$ cat src/rtl/vdp_pkg.sv
// shared types and constants of the vga dac palette register block
// no dependencies; used by vdp_regs and vga_dac_palette_registers_top
`default_nettype none

package vdp_pkg;

	// byte width of the bus ports
	localparam int DATA_W = 8;

	// request kinds
	localparam logic REQ_READ  = 1'b0;
	localparam logic REQ_WRITE = 1'b1;

	// port codes
	typedef enum logic [1:0] {
		PORT_MASK  = 2'd0,
		PORT_STATE = 2'd1,
		PORT_WADDR = 2'd2,
		PORT_DATA  = 2'd3
	} port_t;

	// component codes inside a pointer
	localparam logic [1:0] COMP_RED  = 2'd0;
	localparam logic [1:0] COMP_BLUE = 2'd2;

	// dac state readback and mask reset
	localparam logic [DATA_W-1:0] STATE_READ_MODE  = 8'h03;
	localparam logic [DATA_W-1:0] STATE_WRITE_MODE = 8'h00;
	localparam logic [DATA_W-1:0] PIXEL_MASK_RESET = 8'hFF;

	// decoded response of one transfer, waiting for the palette read
	typedef struct packed {
		logic              palette_rd;
		logic [DATA_W-1:0] reg_data;
	} resp_t;

endpackage

`default_nettype wire

$ cat src/rtl/vdp_regs.sv
// port decoder, read and write pointers, pixel mask, dac mode and clear sweep
// depends on vdp_pkg; drives the palette memory ports
`default_nettype none

module vdp_regs #(
	parameter int PALETTE_ENTRIES = 256,
	parameter int COMPONENT_BITS  = 6,
	parameter int ADDR_W          = 10
) (
	input  wire logic                       clk,
	input  wire logic                       arst_n,
	input  wire logic                       xfer,
	input  wire logic                       req_type,
	input  wire logic [1:0]                 port_select,
	input  wire logic [vdp_pkg::DATA_W-1:0] write_data,
	output logic                            clear_busy,
	output logic                            mem_wr_en,
	output logic      [ADDR_W-1:0]          mem_wr_addr,
	output logic      [COMPONENT_BITS-1:0]  mem_wr_data,
	output logic                            mem_rd_en,
	output logic      [ADDR_W-1:0]          mem_rd_addr,
	output vdp_pkg::resp_t                  resp
);

	localparam int EntryW   = ADDR_W - 2;
	localparam int LastWord = 4 * PALETTE_ENTRIES - 1;

	logic [EntryW-1:0]          rptr_entry_q, wptr_entry_q;
	logic [1:0]                 rptr_comp_q, wptr_comp_q;
	logic [vdp_pkg::DATA_W-1:0] mask_q;
	logic                       read_mode_q;
	logic                       clear_busy_q;
	logic [ADDR_W-1:0]          clr_addr_q;

	logic                       is_write;
	vdp_pkg::port_t             port;
	logic                       data_wr, data_rd;
	logic [EntryW-1:0]          load_entry;

	// byte reduced modulo the entry count by four compare and subtract steps
	function automatic logic [EntryW-1:0] entry_of(input logic [vdp_pkg::DATA_W-1:0] v);
		logic [11:0] r;
		r = 12'(v);
		for (int k = 3; k >= 0; k--) begin
			if (r >= 12'(PALETTE_ENTRIES << k)) begin
				r = r - 12'(PALETTE_ENTRIES << k);
			end
		end
		return r[EntryW-1:0];
	endfunction

	// next entry with wrap after the last one
	function automatic logic [EntryW-1:0] next_entry(input logic [EntryW-1:0] e);
		logic [EntryW-1:0] n;
		n = (e == EntryW'(PALETTE_ENTRIES - 1)) ? '0 : e + 1'b1;
		return n;
	endfunction

	// request decode
	assign is_write   = (req_type == vdp_pkg::REQ_WRITE);
	assign port       = vdp_pkg::port_t'(port_select);
	assign data_wr    = xfer && is_write && (port == vdp_pkg::PORT_DATA);
	assign data_rd    = xfer && !is_write && (port == vdp_pkg::PORT_DATA);
	assign load_entry = entry_of(write_data);

	// memory ports: clear sweep owns the write port after reset
	assign clear_busy  = clear_busy_q;
	assign mem_wr_en   = clear_busy_q || data_wr;
	assign mem_wr_addr = clear_busy_q ? clr_addr_q : {wptr_entry_q, wptr_comp_q};
	assign mem_wr_data = clear_busy_q ? '0 : write_data[COMPONENT_BITS-1:0];
	assign mem_rd_en   = data_rd;
	assign mem_rd_addr = {rptr_entry_q, rptr_comp_q};

	// register readback
	always_comb begin
		resp.palette_rd = data_rd;
		resp.reg_data   = '0;
		if (!is_write) begin
			case (port)
				vdp_pkg::PORT_MASK:  resp.reg_data = mask_q;
				vdp_pkg::PORT_STATE: resp.reg_data = read_mode_q ? vdp_pkg::STATE_READ_MODE
				                                                 : vdp_pkg::STATE_WRITE_MODE;
				vdp_pkg::PORT_WADDR: resp.reg_data = vdp_pkg::DATA_W'(wptr_entry_q);
				default:             resp.reg_data = '0;
			endcase
		end
	end

	// clear sweep over every memory word after reset
	always_ff @(posedge clk or negedge arst_n) begin
		if (!arst_n) begin
			clear_busy_q <= 1'b1;
			clr_addr_q   <= '0;
		end else if (clear_busy_q) begin
			clr_addr_q <= clr_addr_q + 1'b1;
			if (clr_addr_q == ADDR_W'(LastWord)) begin
				clear_busy_q <= 1'b0;
			end
		end
	end

	// pointers, mask and mode
	always_ff @(posedge clk or negedge arst_n) begin
		if (!arst_n) begin
			rptr_entry_q <= '0;
			rptr_comp_q  <= vdp_pkg::COMP_RED;
			wptr_entry_q <= '0;
			wptr_comp_q  <= vdp_pkg::COMP_RED;
			mask_q       <= vdp_pkg::PIXEL_MASK_RESET;
			read_mode_q  <= 1'b0;
		end else if (xfer) begin
			if (is_write) begin
				case (port)
					vdp_pkg::PORT_MASK: mask_q <= write_data;
					vdp_pkg::PORT_STATE: begin
						rptr_entry_q <= load_entry;
						rptr_comp_q  <= vdp_pkg::COMP_RED;
						read_mode_q  <= 1'b1;
					end
					vdp_pkg::PORT_WADDR: begin
						wptr_entry_q <= load_entry;
						wptr_comp_q  <= vdp_pkg::COMP_RED;
						read_mode_q  <= 1'b0;
					end
					default: begin
						if (wptr_comp_q >= vdp_pkg::COMP_BLUE) begin
							wptr_entry_q <= next_entry(wptr_entry_q);
							wptr_comp_q  <= vdp_pkg::COMP_RED;
						end else begin
							wptr_comp_q <= wptr_comp_q + 1'b1;
						end
					end
				endcase
			end else if (port == vdp_pkg::PORT_DATA) begin
				if (rptr_comp_q >= vdp_pkg::COMP_BLUE) begin
					rptr_entry_q <= next_entry(rptr_entry_q);
					rptr_comp_q  <= vdp_pkg::COMP_RED;
				end else begin
					rptr_comp_q <= rptr_comp_q + 1'b1;
				end
			end
		end
	end

endmodule

`default_nettype wire

$ cat config.mk
export PLATFORM = sky130hd
export DESIGN_NAME = vdp_regs
export DESIGN_NICKNAME = d
export VERILOG_FILES = /design/src/rtl/vdp_pkg.sv /design/src/rtl/vdp_regs.sv
export SDC_FILE = /design/constraint.sdc
export NUM_CORES = 1
export LEC_CHECK = 0
export BUFFER_PORTS_ARGS = -buffer_cell sky130_fd_sc_hd__buf_2
export CAP_MARGIN = 20
export CORE_MARGIN = 2
export CORE_UTILIZATION = 49
export DETAILED_ROUTE_END_ITERATION = 10
export PLACE_DENSITY = 0.76
export SLEW_MARGIN = 0
export SYNTH_ARGS = -nofsm -noshare
export SYNTH_HDL_FRONTEND = slang
export SYNTH_SLANG_ARGS = --single-unit
export TNS_END_PERCENT = 20
$ cat constraint.sdc
create_clock -name clk -period 1.3 [get_ports clk]
set_input_delay 0.13 -clock clk [delete_from_list [all_inputs] [get_ports clk]]
set_output_delay 0.13 -clock clk [all_outputs]
set_load 0.02 [all_outputs]
== Word level (Yosys, flattened, before mapping) ==
Cells that the tools add are included.
Word-level totals
  input port bits: 14
  logic and storage cells: 63
  register bits after elaboration: 40
  output and inout port bits: 38
Cells by class
  bitwise operators: 1
  reductions and logical operators: 18
  add/sub/neg operators: 5
  order comparisons: 2
  mux-type cells: 22
  equal/unequal tests: 7
Operator list (number)
  2-to-1 mux 8 bit: 8
  case mux 8 bit (3 select lines): 1
  adder 8 x 1 -> 8 bit, second input constant: 2
  equality test 8 bit, second input constant: 2
  case mux 8 bit (2 select lines): 1
  2-to-1 mux 2 bit: 6
  AND reduction 3 bit: 4
  adder 10 x 1 -> 10 bit, second input constant: 1
  equality test 10 bit, second input constant: 1
  2-to-1 mux 10 bit: 1
  AND reduction 4 bit: 2
  nonzero test 2 bit: 4
  2-to-1 mux 6 bit: 1
  adder 2 x 1 -> 2 bit, second input constant: 2
  equality test 2 bit, second input constant: 2
  greater-or-equal comparator 2 bit, second input constant: 2
  logical AND 1 bit: 4
  case mux 2 bit (2 select lines): 1
  equality test 2 x 1 -> 1 bit, second input constant: 1
  zero test 2 bit: 1
  2-to-1 mux 1 bit: 2
  != test 2 x 1 -> 1 bit, second input constant: 1
  case mux 1 bit (2 select lines): 1
  OR reduction 2 bit: 1
  other kinds (3): 3

== Depth between registers and ports, before layout ==
Gate-level depths: netlist (run 1).
  word-level depth: 5
  gate-level depth with buffers: 8
  gate-level depth less buffers: 6

== Worst setup path after synthesis (run 1) ==
No wires, ideal clock.
  path kind: reg2reg
  start: reg rptr_entry_q[1]
  end: reg rptr_entry_q[0]
  clock period less this slack: 1.560 ns
  arrival time: 1.429 ns
  required time: 1.169 ns
  cell stages (with the launch flop): 6
  slack: -0.260 ns
  path buffers: 0
  library setup time: 0.131 ns
  cells stage by stage: dfrtp_1 ha_1 and4_1 a41oi_2 a221oi_1 a21oi_1
Between the ends
  longest elaborated chain between the ends: 5
Ends and longest elaborated chain
  start: declaration: RTL line vdp_regs.sv:28  | logic [EntryW-1:0] rptr_entry_q, wptr_entry_q;
  start signal: assignment: RTL line vdp_regs.sv:116  | rptr_entry_q <= load_entry;
  start signal: assignment: RTL line vdp_regs.sv:136  | rptr_entry_q <= next_entry(rptr_entry_q);
  equality test 8 bit: RTL line vdp_regs.sv:55  | n = (e == EntryW'(PALETTE_ENTRIES - 1)) ? '0 : e + 1'b1;
  2-to-1 mux 8 bit: RTL line vdp_regs.sv:55
  2-to-1 mux 8 bit: RTL line vdp_regs.sv:135  | if (rptr_comp_q >= vdp_pkg::COMP_BLUE) begin
  2-to-1 mux 8 bit: RTL line vdp_regs.sv:134  | end else if (port == vdp_pkg::PORT_DATA) begin
  2-to-1 mux 8 bit: RTL line vdp_regs.sv:112  | if (is_write) begin
Every way passes these cells. The select of a mux whose other input is x is not followed.
A chain may end at the register's enable or synchronous reset.

== Worst setup path in the final report (run 1) ==
  start: reg clear_busy_q, in the netlist clear_busy
  end: out mem_wr_addr[4]
Between the ends
  longest elaborated chain between the ends: 1
Ends and longest elaborated chain
  start: declaration: RTL line vdp_regs.sv:32  | logic clear_busy_q;
  start signal: assignment: RTL line vdp_regs.sv:92  | clear_busy_q <= 1'b1;
  start signal: assignment: RTL line vdp_regs.sv:97  | clear_busy_q <= 1'b0;
  2-to-1 mux 10 bit: RTL line vdp_regs.sv:69  | assign mem_wr_addr = clear_busy_q ? clr_addr_q : {wptr_entry_q, wptr_comp_q};
  end: declaration: RTL line vdp_regs.sv:18  | output logic [ADDR_W-1:0] mem_wr_addr,
Every way passes these cells.

==> results.py, run 1 <==
metrics = {
    "status": {
        "status": "finished with violations",
        "violations": "negative setup slack",
    },
    "timing": {
        "rsz0062_at_grt": "true",
        "worst_pin_slew_ps": 362,
        "max_freq_ghz": 0.625,
        "hold_viol": 0,
        "skew_ps": 5.99,
        "slew-limit-headroom_pct": 75.9,
        "fin_crit_sh_pct": 123,
        "min_period_ps": 1600,
        "setup_violations": 35,
        "slew_violations": 0,
        "fin_tns_setup_ps": -5460,
        "fin_ws_ps": -301,
    },
    "detailed_routing": {
        "antenna_left": 0,
        "routed_wl_um": 6300,
        "vias": 2322,
        "route.detailed.drc": 0,
        "dr.first_iter.drc_count": 139,
        "routed_via_density": 5.66,
        "wl_per_cell_um": 15.4,
        "drt_pre_antenna_iters": 5,
    },
    "synth": {
        "yosysTopAreaCellShare_pct": 32.5,
        "synthesis.instances": 253,
        "yosys_warnings": 0,
        "synth-edff-count": 0,
        "syn_nets": 274,
        "synth_area_mm2": 0.00238,
        "synthArstFlopShare_pct": 100,
        "synth_area_per_cell_um2": 9.43,
        "synth_top_area_cell": "dfrtp_1",
        "ys_seq_elements": 40,
        "synth.distinct_cells": 45,
        "synth_ff_type": "dfrtp_1",
        "synth-seq-area-share_pct": 42.4,
        "synthTopCellsByArea": "dfrtp_1 (33%), dfstp_2 (9.9%), mux2_2 (7.6%)",
    },
    "die": {
        "num_rows": 25,
        "die_h_um": 73.8,
        "ioPinCount": 52,
        "die_area_mm2": 0.00544,
        "placeableCoreArea_mm2": 0.00472,
        "start_util_pct": 50.5,
        "die_w_um": 73.8,
    },
    "power": {
        "pwr_density_cell_mw_per_mm2": 1330,
        "p_total_mw": 4.53,
        "peakVddDrop_mv": 0.844,
        "p_leak_nw": 1.58,
    },
    "setup_path": {
        "arrival_ps": 1470,
        "cpMostUsedCell": "buf_6",
        "cp-end-kind": "output port",
        "worstSetupPathType": "flip-flop to output port",
        "crit_chain": "buf_6 -> mux2_4 -> buf_6",
        "cp_max_fo": 5,
        "crit_path_top_delay_cell": "dfstp_2",
        "cp.required_ps": 1170,
        "crit_buf_inv": 2,
        "critical-path-top-delay-family": "flip-flops",
        "critPathMaxStageDelay_ps": 610,
        "start_kind": "flip-flop",
    },
    "final_layout": {
        "fin_area_mm2": 0.00341,
        "nets": 363,
        "mostFrequentLayoutCells": "buf_4 (42), buf_2 (37), nand2_1 (33), dfrtp_1 (26), nor2_1 (19)",
        "fill_cells": 354,
        "final_common_cell": "buf_4",
        "drive_gt1_share_pct": 46.6,
        "antenna_cells": 0,
        "area_growth_pct": 43.0,
    },
    "clock_network": {
        "cts_buffers": 5,
        "htree_num_levels": 2,
        "clk_latency_ps": 300,
        "cts.clk_slew.worst_paths_ps": 70,
        "cts_tree": "yes",
        "cts.sinks": 40,
        "cts-root-buf": "clkbuf_8",
        "clockBufferDepth": 2,
    },
    "global_route": {
        "grt.overflow.total": 0,
        "grt_pass1_wl_um": 10000,
        "grt_start_max_net_pins": 41,
        "antenna_found_initial": 0,
        "grt_pass1_vias": 2127,
        "grt_usage_pct": 24.1,
    },
    "place": {
        "dpl_cell_area_mm2": 0.00302,
        "pre_cts_ws_ps": -177,
        "dp_hpwl_um": 4580,
        "place.gp.congestion": 0.880,
        "placement.io_buffers": 51,
    },
    "job": {
        "max_cap_violations": 0,
    },
    "min_path": {
        "hp-class": "input port to flip-flop",
    },
}
[cell families (layout without fill, tap and decap cells)]
kind of cell	count (synthesis)	after routing	share of synthesized area, %
AO/OA/AOI/OAI	64	64	19.0
multiplexers	18	18	8.39
XOR/XNOR	9	9	3.31
adder cells (fa/ha/maj)	7	7	3.67
buffers and inverters	24	114	4.51
flip-flops	40	40	42.4
AND/OR/NAND/NOR	91	91	18.7
[metal layers]
layer  vias to the layer above  part of all wire, %  track usage, %
li1                       1101                    -               -
met1                      1141                   43            31.1
met2                        70                   51            40.2
met3                        10                  4.5            5.76
met4                         0                  1.1            6.67
met5                         -                    0               0
[registers in the layout, indices dropped and copies added (netlist names)]
| name | flops |
|---|---|
| read_mode_q | 1 |
| wptr_comp_q | 2 |
| wptr_entry_q | 8 |
| rptr_comp_q | 2 |
| clr_addr_q | 10 |
| rptr_entry_q | 8 |
| clear_busy | 1 |
| mask_q | 8 |
[final cells by class]
cell class	instances	area, um^2	share of cell area (%)
Multi-Input combinational cell	189	1440	42.3
Sequential cell	40	1020	29.9
Timing Repair Buffer	97	723	21.2
Tap cell	67	83.8	2.46
Clock buffer	6	72.6	2.13
Clock inverter	2	35.0	1.03
Inverter	9	33.8	0.990
[stage by stage]
stage	hold slack (ps)	utilization, %	cells
after floorplan	-166	-	253
after global placement	115	63.9	398
after detailed placement	117	63.9	398
after CTS	111	70.0	410
after global routing	122	72.2	410
final	116	72.2	410
[where the power goes]
group | internal [mW] | switching (mW)
clock | 0.570 | 0.445
combinational | 0.843 | 0.949
sequential | 1.52 | 0.208
[final timing paths]
kind	slack, ps	to	startpoint	depth (start not counted)
hold / removal	120	mask_q[7]	write_data[7]	2
max in group asynchronous	710	mask_q[5]	arst_n	3
setup / recovery	-300	mem_wr_addr[4]	clear_busy	3
min in group asynchronous	320	clr_addr_q[5]	arst_n	3
hold reg to reg	510	clr_addr_q[9]	clr_addr_q[9]	1
setup reg to reg	-80	rptr_entry_q[7]	rptr_entry_q[1]	5
[synth_stat cells, types with 2 or more instances]
master	number
nor2b_1	6
a222oi_1	2
clkbuf_1	5
xnor2_1	4
nand4_1	5
o21a_1	2
and4_1	2
nor4_1	4
a41oi_2	2
buf_4	2
ha_1	7
o21ai_1	2
buf_2	8
dfrtp_1	31
inv_1	9
a21oi_1	10
mux2_2	16
dfstp_2	9
a32oi_1	2
nor3_1	4
nor2_1	20
mux2i_1	2
o22ai_1	2
o41ai_1	2
o2bb2ai_1	2
nand2_1	34
o21ai_0	15
and3_1	2
o211ai_1	5
xor2_1	5
a22oi_1	11
nand3_1	8
[worst reg2reg max path: cells and delay by family (launching register included)]
family	cells	cell delay [ps]
compound gates	3	500
fa+ha+maj	1	170
flops	1	430
simple gates	1	200
[what timing repair did]
action                                 CTS  global route
pin swaps                               11             4
endpoints found under the hold margin   31             0
setup buffers                            3             0
resized for setup                       42            24
setup endpoints to repair               37            44
hold buffers                             1             0
(Power assumes the default switching activity.)
==> run 2: changes to the inputs <==
- TNS_END_PERCENT: 20 -> default
==> results.py, run 2 (synthesized netlist as in run 1, its figures left out) <==
metrics = {
    "global_route": {
        "grt_start_max_net_pins": 41,
        "grt_usage_pct": 28.8,
        "grt_pass1_wl_um": 11600,
        "grt.overflow.total": 0,
        "grt_pass1_vias": 2323,
        "antenna_found_initial": 0,
    },
    "final_layout": {
        "largest_register_ffs": 10,
        "mostFrequentLayoutCells": "buf_4 (48), buf_6 (39), nand2_1 (29), buf_2 (28), dfrtp_1 (26)",
        "largest-register": "clr_addr_q",
        "fill_cells": 255,
        "antenna_cells": 0,
        "instances_no_fill": 433,
        "multi_input_area_mm2": 0.00162,
        "area_growth_pct": 62.6,
        "nets": 386,
        "fin_util_pct": 82.1,
        "final_common_cell": "buf_4",
        "drive_gt1_share_pct": 57.9,
        "regArea_mm2": 0.00102,
    },
    "clock_network": {
        "clockBufferDepth": 2,
        "cts.clk_slew.worst_paths_ps": 100,
        "clk_latency_ps": 310,
        "cts_tree": "yes",
        "cts_buffers": 5,
        "htree_num_levels": 2,
        "cts-root-buf": "clkbuf_8",
        "cts.sinks": 40,
    },
    "place": {
        "placement.io_buffers": 51,
        "pre_cts_ws_ps": -171,
        "place.gp.congestion": 0.796,
        "dpl.cell_count": 395,
        "dp_hpwl_um": 4570,
    },
    "timing": {
        "rsz0062_at_grt": "true",
        "worst_pin_slew_ps": 381,
        "skew_ps": 16.1,
        "max_freq_ghz": 0.612,
        "fin_crit_sh_pct": 126,
        "fin_ws_ps": -333,
        "slew-limit-headroom_pct": 74.6,
        "hold_viol": 0,
        "min_period_ps": 1630,
        "slew_violations": 0,
        "setup_violations": 39,
    },
    "setup_path": {
        "cp.required_ps": 1170,
        "cp-end-kind": "output port",
        "arrival_ps": 1500,
        "worstSetupPathType": "flip-flop to output port",
        "start_kind": "flip-flop",
        "cp_max_fo": 6,
    },
    "die": {
        "die_area_mm2": 0.00544,
        "num_rows": 25,
        "placeableCoreArea_mm2": 0.00472,
        "die_h_um": 73.8,
        "die_w_um": 73.8,
        "start_util_pct": 50.5,
        "ioPinCount": 52,
    },
    "status": {
        "violations": "negative setup slack",
        "status": "finished with violations",
    },
    "detailed_routing": {
        "drt_pre_antenna_iters": 5,
        "wl_per_cell_um": 19.3,
        "dr.first_iter.drc_count": 236,
        "routed_via_density": 5.92,
        "antenna_left": 0,
        "vias": 2562,
        "route.detailed.drc": 0,
        "routed_wl_um": 8350,
    },
    "power": {
        "pwr_density_cell_mw_per_mm2": 1310,
        "peakVddDrop_mv": 0.947,
        "p_leak_nw": 1.79,
    },
    "job": {
        "max_cap_violations": 0,
    },
    "min_path": {
        "hp-class": "input port to flip-flop",
    },
}
[run 2: cell types whose count changed in the layout (fill, tap and decap cells not counted), moves of 4 or more]
cell	previous run	this run
buf_6	14	39
buf_2	37	28
nor2_1	19	11
nor2_2	1	8
buf_4	42	48
nand2_1	33	29
nand2_2	0	4
[run 2: power by group]
group | internal (mW) | switching, mW
clock network | 0.431 | 0.498
registers | 1.52 | 0.250
logic | 1.18 | 1.22
[run 2: what timing repair did]
item                                    4_1_cts  5_1_grt
endpoints found under the setup margin       37       47
resized for setup                            70       58
endpoints found under the hold margin        31        0
pin swaps                                    23       27
setup buffers                                18       13
gates cloned                                  1        0
hold buffers                                  1        0
[run 2: worst max-delay path, stage by stage (launching register included)]
cell and delay, ps:
dfstp_2 600, buf_12 140, mux2_4 310, buf_6 130
[run 2: per-stage QoR]
step,setup TNS [ps],power [mW],cell area [um^2],hold slack (ps)
global route,-9220,5.30,3880,114
global placement,-954,3.32,3060,116
floorplan,-343,2.65,2480,-166
CTS,-6520,4.65,3590,120
detailed placement,-1690,3.36,3060,115
finish,-7890,5.10,3880,134
[run 2: final timing paths]
check | start | endpoint | slack, ps | cells past startpoint
worst min-delay path | write_data[4] | mask_q[4] | 130 | 2
max in group asynchronous | arst_n | mask_q[4] | 710 | 3
worst max register to register | wptr_entry_q[0] | wptr_entry_q[3] | -300 | 7
worst min register to register | clr_addr_q[8] | clr_addr_q[8] | 520 | 1
min in group asynchronous | arst_n | clr_addr_q[9] | 310 | 3
worst max-delay path | clear_busy | mem_wr_addr[9] | -330 | 3
[run 2: cell type report]
class | count | share of cell area (%)
multi-input combinational | 189 | 41.7
timing repair buffer | 120 | 26.4
sequential | 40 | 26.3
tap | 67 | 2.16
clock buffer | 6 | 2.13
inverter | 9 | 0.936
clock inverter | 2 | 0.387
[run 2: layer usage]
| metal | GRT usage, % | vias up | routed length [um] |
|---|---|---|---|
| li1 | - | 1142 | - |
| met1 | 35.7 | 1236 | 3280 |
| met2 | 46.3 | 146 | 4160 |
| met3 | 6.45 | 38 | 578 |
| met4 | 15.4 | 0 | 328 |
| met5 | 0 | - | 0 |
==> run 3: changes to the inputs <==
- ABC_AREA: default -> 1
- TNS_END_PERCENT: default -> 10
==> results.py, run 3 <==
metrics = {
    "status": {
        "status": "finished with violations",
        "violations": "negative setup slack",
    },
    "timing": {
        "fin_crit_sh_pct": 116,
        "min_period_ps": 1510,
        "fin_tns_setup_ps": -3250,
        "fin_hold_ws_ps": 113,
        "skew_ps": 7.71,
        "fin_ws_ps": -208,
        "setup_violations": 23,
        "slew-limit-headroom_pct": 83.5,
        "slew_violations": 0,
        "worst_pin_slew_ps": 247,
        "hold_viol": 0,
        "max_freq_ghz": 0.663,
        "rsz0062_at_grt": "true",
    },
    "final_layout": {
        "largest-register": "clr_addr_q",
        "nets": 456,
        "instances_no_fill": 503,
        "multi_input_area_mm2": 0.00132,
        "area_growth_pct": 38.7,
        "fin_area_mm2": 0.00342,
        "largest_register_ffs": 10,
        "drive_gt1_share_pct": 34.9,
        "final_common_cell": "nand2_1",
        "fill_cells": 413,
        "mostFrequentLayoutCells": "nand2_1 (90), buf_4 (49), inv_1 (41), dfrtp_1 (30)",
        "antenna_cells": 0,
        "regArea_mm2": 0.00101,
    },
    "die": {
        "num_rows": 25,
        "ioPinCount": 52,
        "die_w_um": 74.9,
        "start_util_pct": 51.5,
        "die_h_um": 74.9,
        "placeableCoreArea_mm2": 0.00479,
        "die_area_mm2": 0.00561,
    },
    "detailed_routing": {
        "dr.first_iter.drc_count": 115,
        "routed_via_density": 5.00,
        "drt_pre_antenna_iters": 4,
        "wl_per_cell_um": 12.6,
        "vias": 2514,
        "routed_wl_um": 6360,
        "antenna_left": 0,
        "route.detailed.drc": 0,
    },
    "power": {
        "pwr_density_cell_mw_per_mm2": 1400,
        "peakVddDrop_mv": 0.778,
        "p_leak_nw": 1.74,
    },
    "synth": {
        "yosysTopAreaCellShare_pct": 31.5,
        "synthesis.instances": 344,
        "synth-edff-count": 0,
        "ys_seq_elements": 40,
        "synthArstFlopShare_pct": 100,
        "synth-seq-area-share_pct": 41.1,
        "yosys_warnings": 0,
        "synth.distinct_cells": 28,
        "synth_area_mm2": 0.00246,
        "synthTopCellsByArea": "dfrtp_1 (31%), nand2_1 (15%), dfstp_2 (9.6%)",
        "yosysMostFrequentCell": "nand2_1",
        "synth_ff_type": "dfrtp_1",
        "synth_top_area_cell": "dfrtp_1",
        "synth_commonest_cells": "nand2_1 (98), inv_1 (45), o21ai_0 (35)",
        "syn_nets": 365,
        "synth_area_per_cell_um2": 7.16,
    },
    "setup_path": {
        "arrival_ps": 1380,
        "timing.rr.start": "clear_busy",
        "crit_path_top_delay_cell": "dfstp_2",
        "crit_cells": 4,
        "critPathMaxStageDelay_ps": 620,
        "cp-end-kind": "output port",
        "ff2ff_setup_slack_ps": -120,
        "start_kind": "flip-flop",
        "cp_max_fo": 20,
        "worstSetupPathType": "flip-flop to output port",
        "critical-path-top-delay-family": "flip-flops",
        "crit_buf_inv": 2,
        "critPathCapture": "mem_wr_addr[1]",
        "rr_worst_depth": 5,
        "crit_chain": "buf_12 -> nand2_1 -> o21ai_1 -> buf_4",
        "crit_start": "clear_busy",
        "cp.required_ps": 1170,
        "reg2reg_to": "clr_addr_q[7]",
    },
    "place": {
        "dp_hpwl_um": 4830,
        "placement.io_buffers": 51,
        "dpl_cell_area_mm2": 0.00309,
        "place.gp.congestion": 0.911,
        "dpl.cell_count": 492,
    },
    "global_route": {
        "grt_pass1_wl_um": 10100,
        "grt.overflow.total": 0,
        "grt_start_max_net_pins": 41,
        "grt_usage_pct": 23.6,
        "antenna_found_initial": 0,
        "grt_pass1_vias": 2256,
    },
    "clock_network": {
        "cts.sinks": 40,
        "cts.clk_slew.worst_paths_ps": 80,
        "htree_num_levels": 2,
        "cts_buffers": 5,
        "cts_tree": "yes",
        "clockBufferDepth": 2,
        "clk_latency_ps": 290,
        "cts-root-buf": "clkbuf_8",
    },
    "min_path": {
        "hp-class": "input port to flip-flop",
    },
    "job": {
        "max_cap_violations": 0,
    },
}
-- run 3: changes by cell type after synthesis, moves of 6 or more --
cell     before  now
mux2_2       16    2
nand2_1      34   98
nand3_1       8   16
a21oi_1      10   22
inv_1         9   45
nor2b_1       6    0
nor2_1       20   34
a22oi_1      11    0
o21ai_0      15   35
-- run 3: what timing repair did --
item,CTS,global route
hold endpoints to repair,31,0
hold buffers,1,0
resized for setup,46,28
buffers inserted,2,0
endpoints found under the setup margin,34,44
pin swaps,7,4
-- run 3: where the power goes --
| part | leakage, nW | switching, mW | total (mW) | internal, mW |
|---|---|---|---|---|
| logic | 1.22 | 1.23 | 2.14 | 0.909 |
| registers | 0.478 | 0.225 | 1.77 | 1.55 |
| clock network | 0.0455 | 0.431 | 0.864 | 0.433 |
| total | 1.74 | 1.89 | 4.78 | 2.89 |
-- run 3: layer usage --
metal	part of all wire (%)	up-vias	track usage, %
li1	-	1278	-
met1	47	1167	33.1
met2	48	58	37.5
met3	4.1	11	4.15
met4	1.4	0	7.14
met5	0	-	0
-- run 3: worst reg2reg max path, delay by kind of cell, from the launching register on --
kind	cells	cell delay, ps
simple gates	3	420
buf+inv	1	140
flops	1	620
xor+xnor	1	140
-- run 3: cells by family after synthesis --
family          synth area share, %
compound gates                 15.1
xor+xnor                       3.56
fa+ha+maj                      3.55
buf+inv                        9.14
flops                          41.1
mux                           0.914
simple gates                   26.7
-- run 3: final cells by class --
class	count	share of cell area (%)
tap	67	2.45
clock buffer	8	2.64
sequential	40	29.7
multi-input combinational	247	38.6
timing repair buffer	94	21.3
inverter	47	5.35
-- run 3: worst min-delay path by stage --
stage	from	end	slack, ps	depth (start not counted)
floorplan	arst_n	clr_addr_q[0]	-170	0
CTS	write_data[2]	mask_q[2]	110	3
finish	write_data[2]	mask_q[2]	110	3
global route	write_data[2]	mask_q[2]	110	3
detailed placement	arst_n	clr_addr_q[0]	120	2
global placement	arst_n	clr_addr_q[2]	110	2
-- run 3: metrics by stage --
| step | power [mW] | setup WS [ps] | util (%) |
|---|---|---|---|
| after global routing | 5.09 | -282 | 71.4 |
| final | 4.78 | -208 | 71.4 |
| after global placement | 3.67 | -61.8 | 64.6 |
| after CTS | 4.73 | -210 | 70.1 |
| after floorplan | 2.92 | -43.8 | - |
| after detailed placement | 3.70 | -128 | 64.6 |
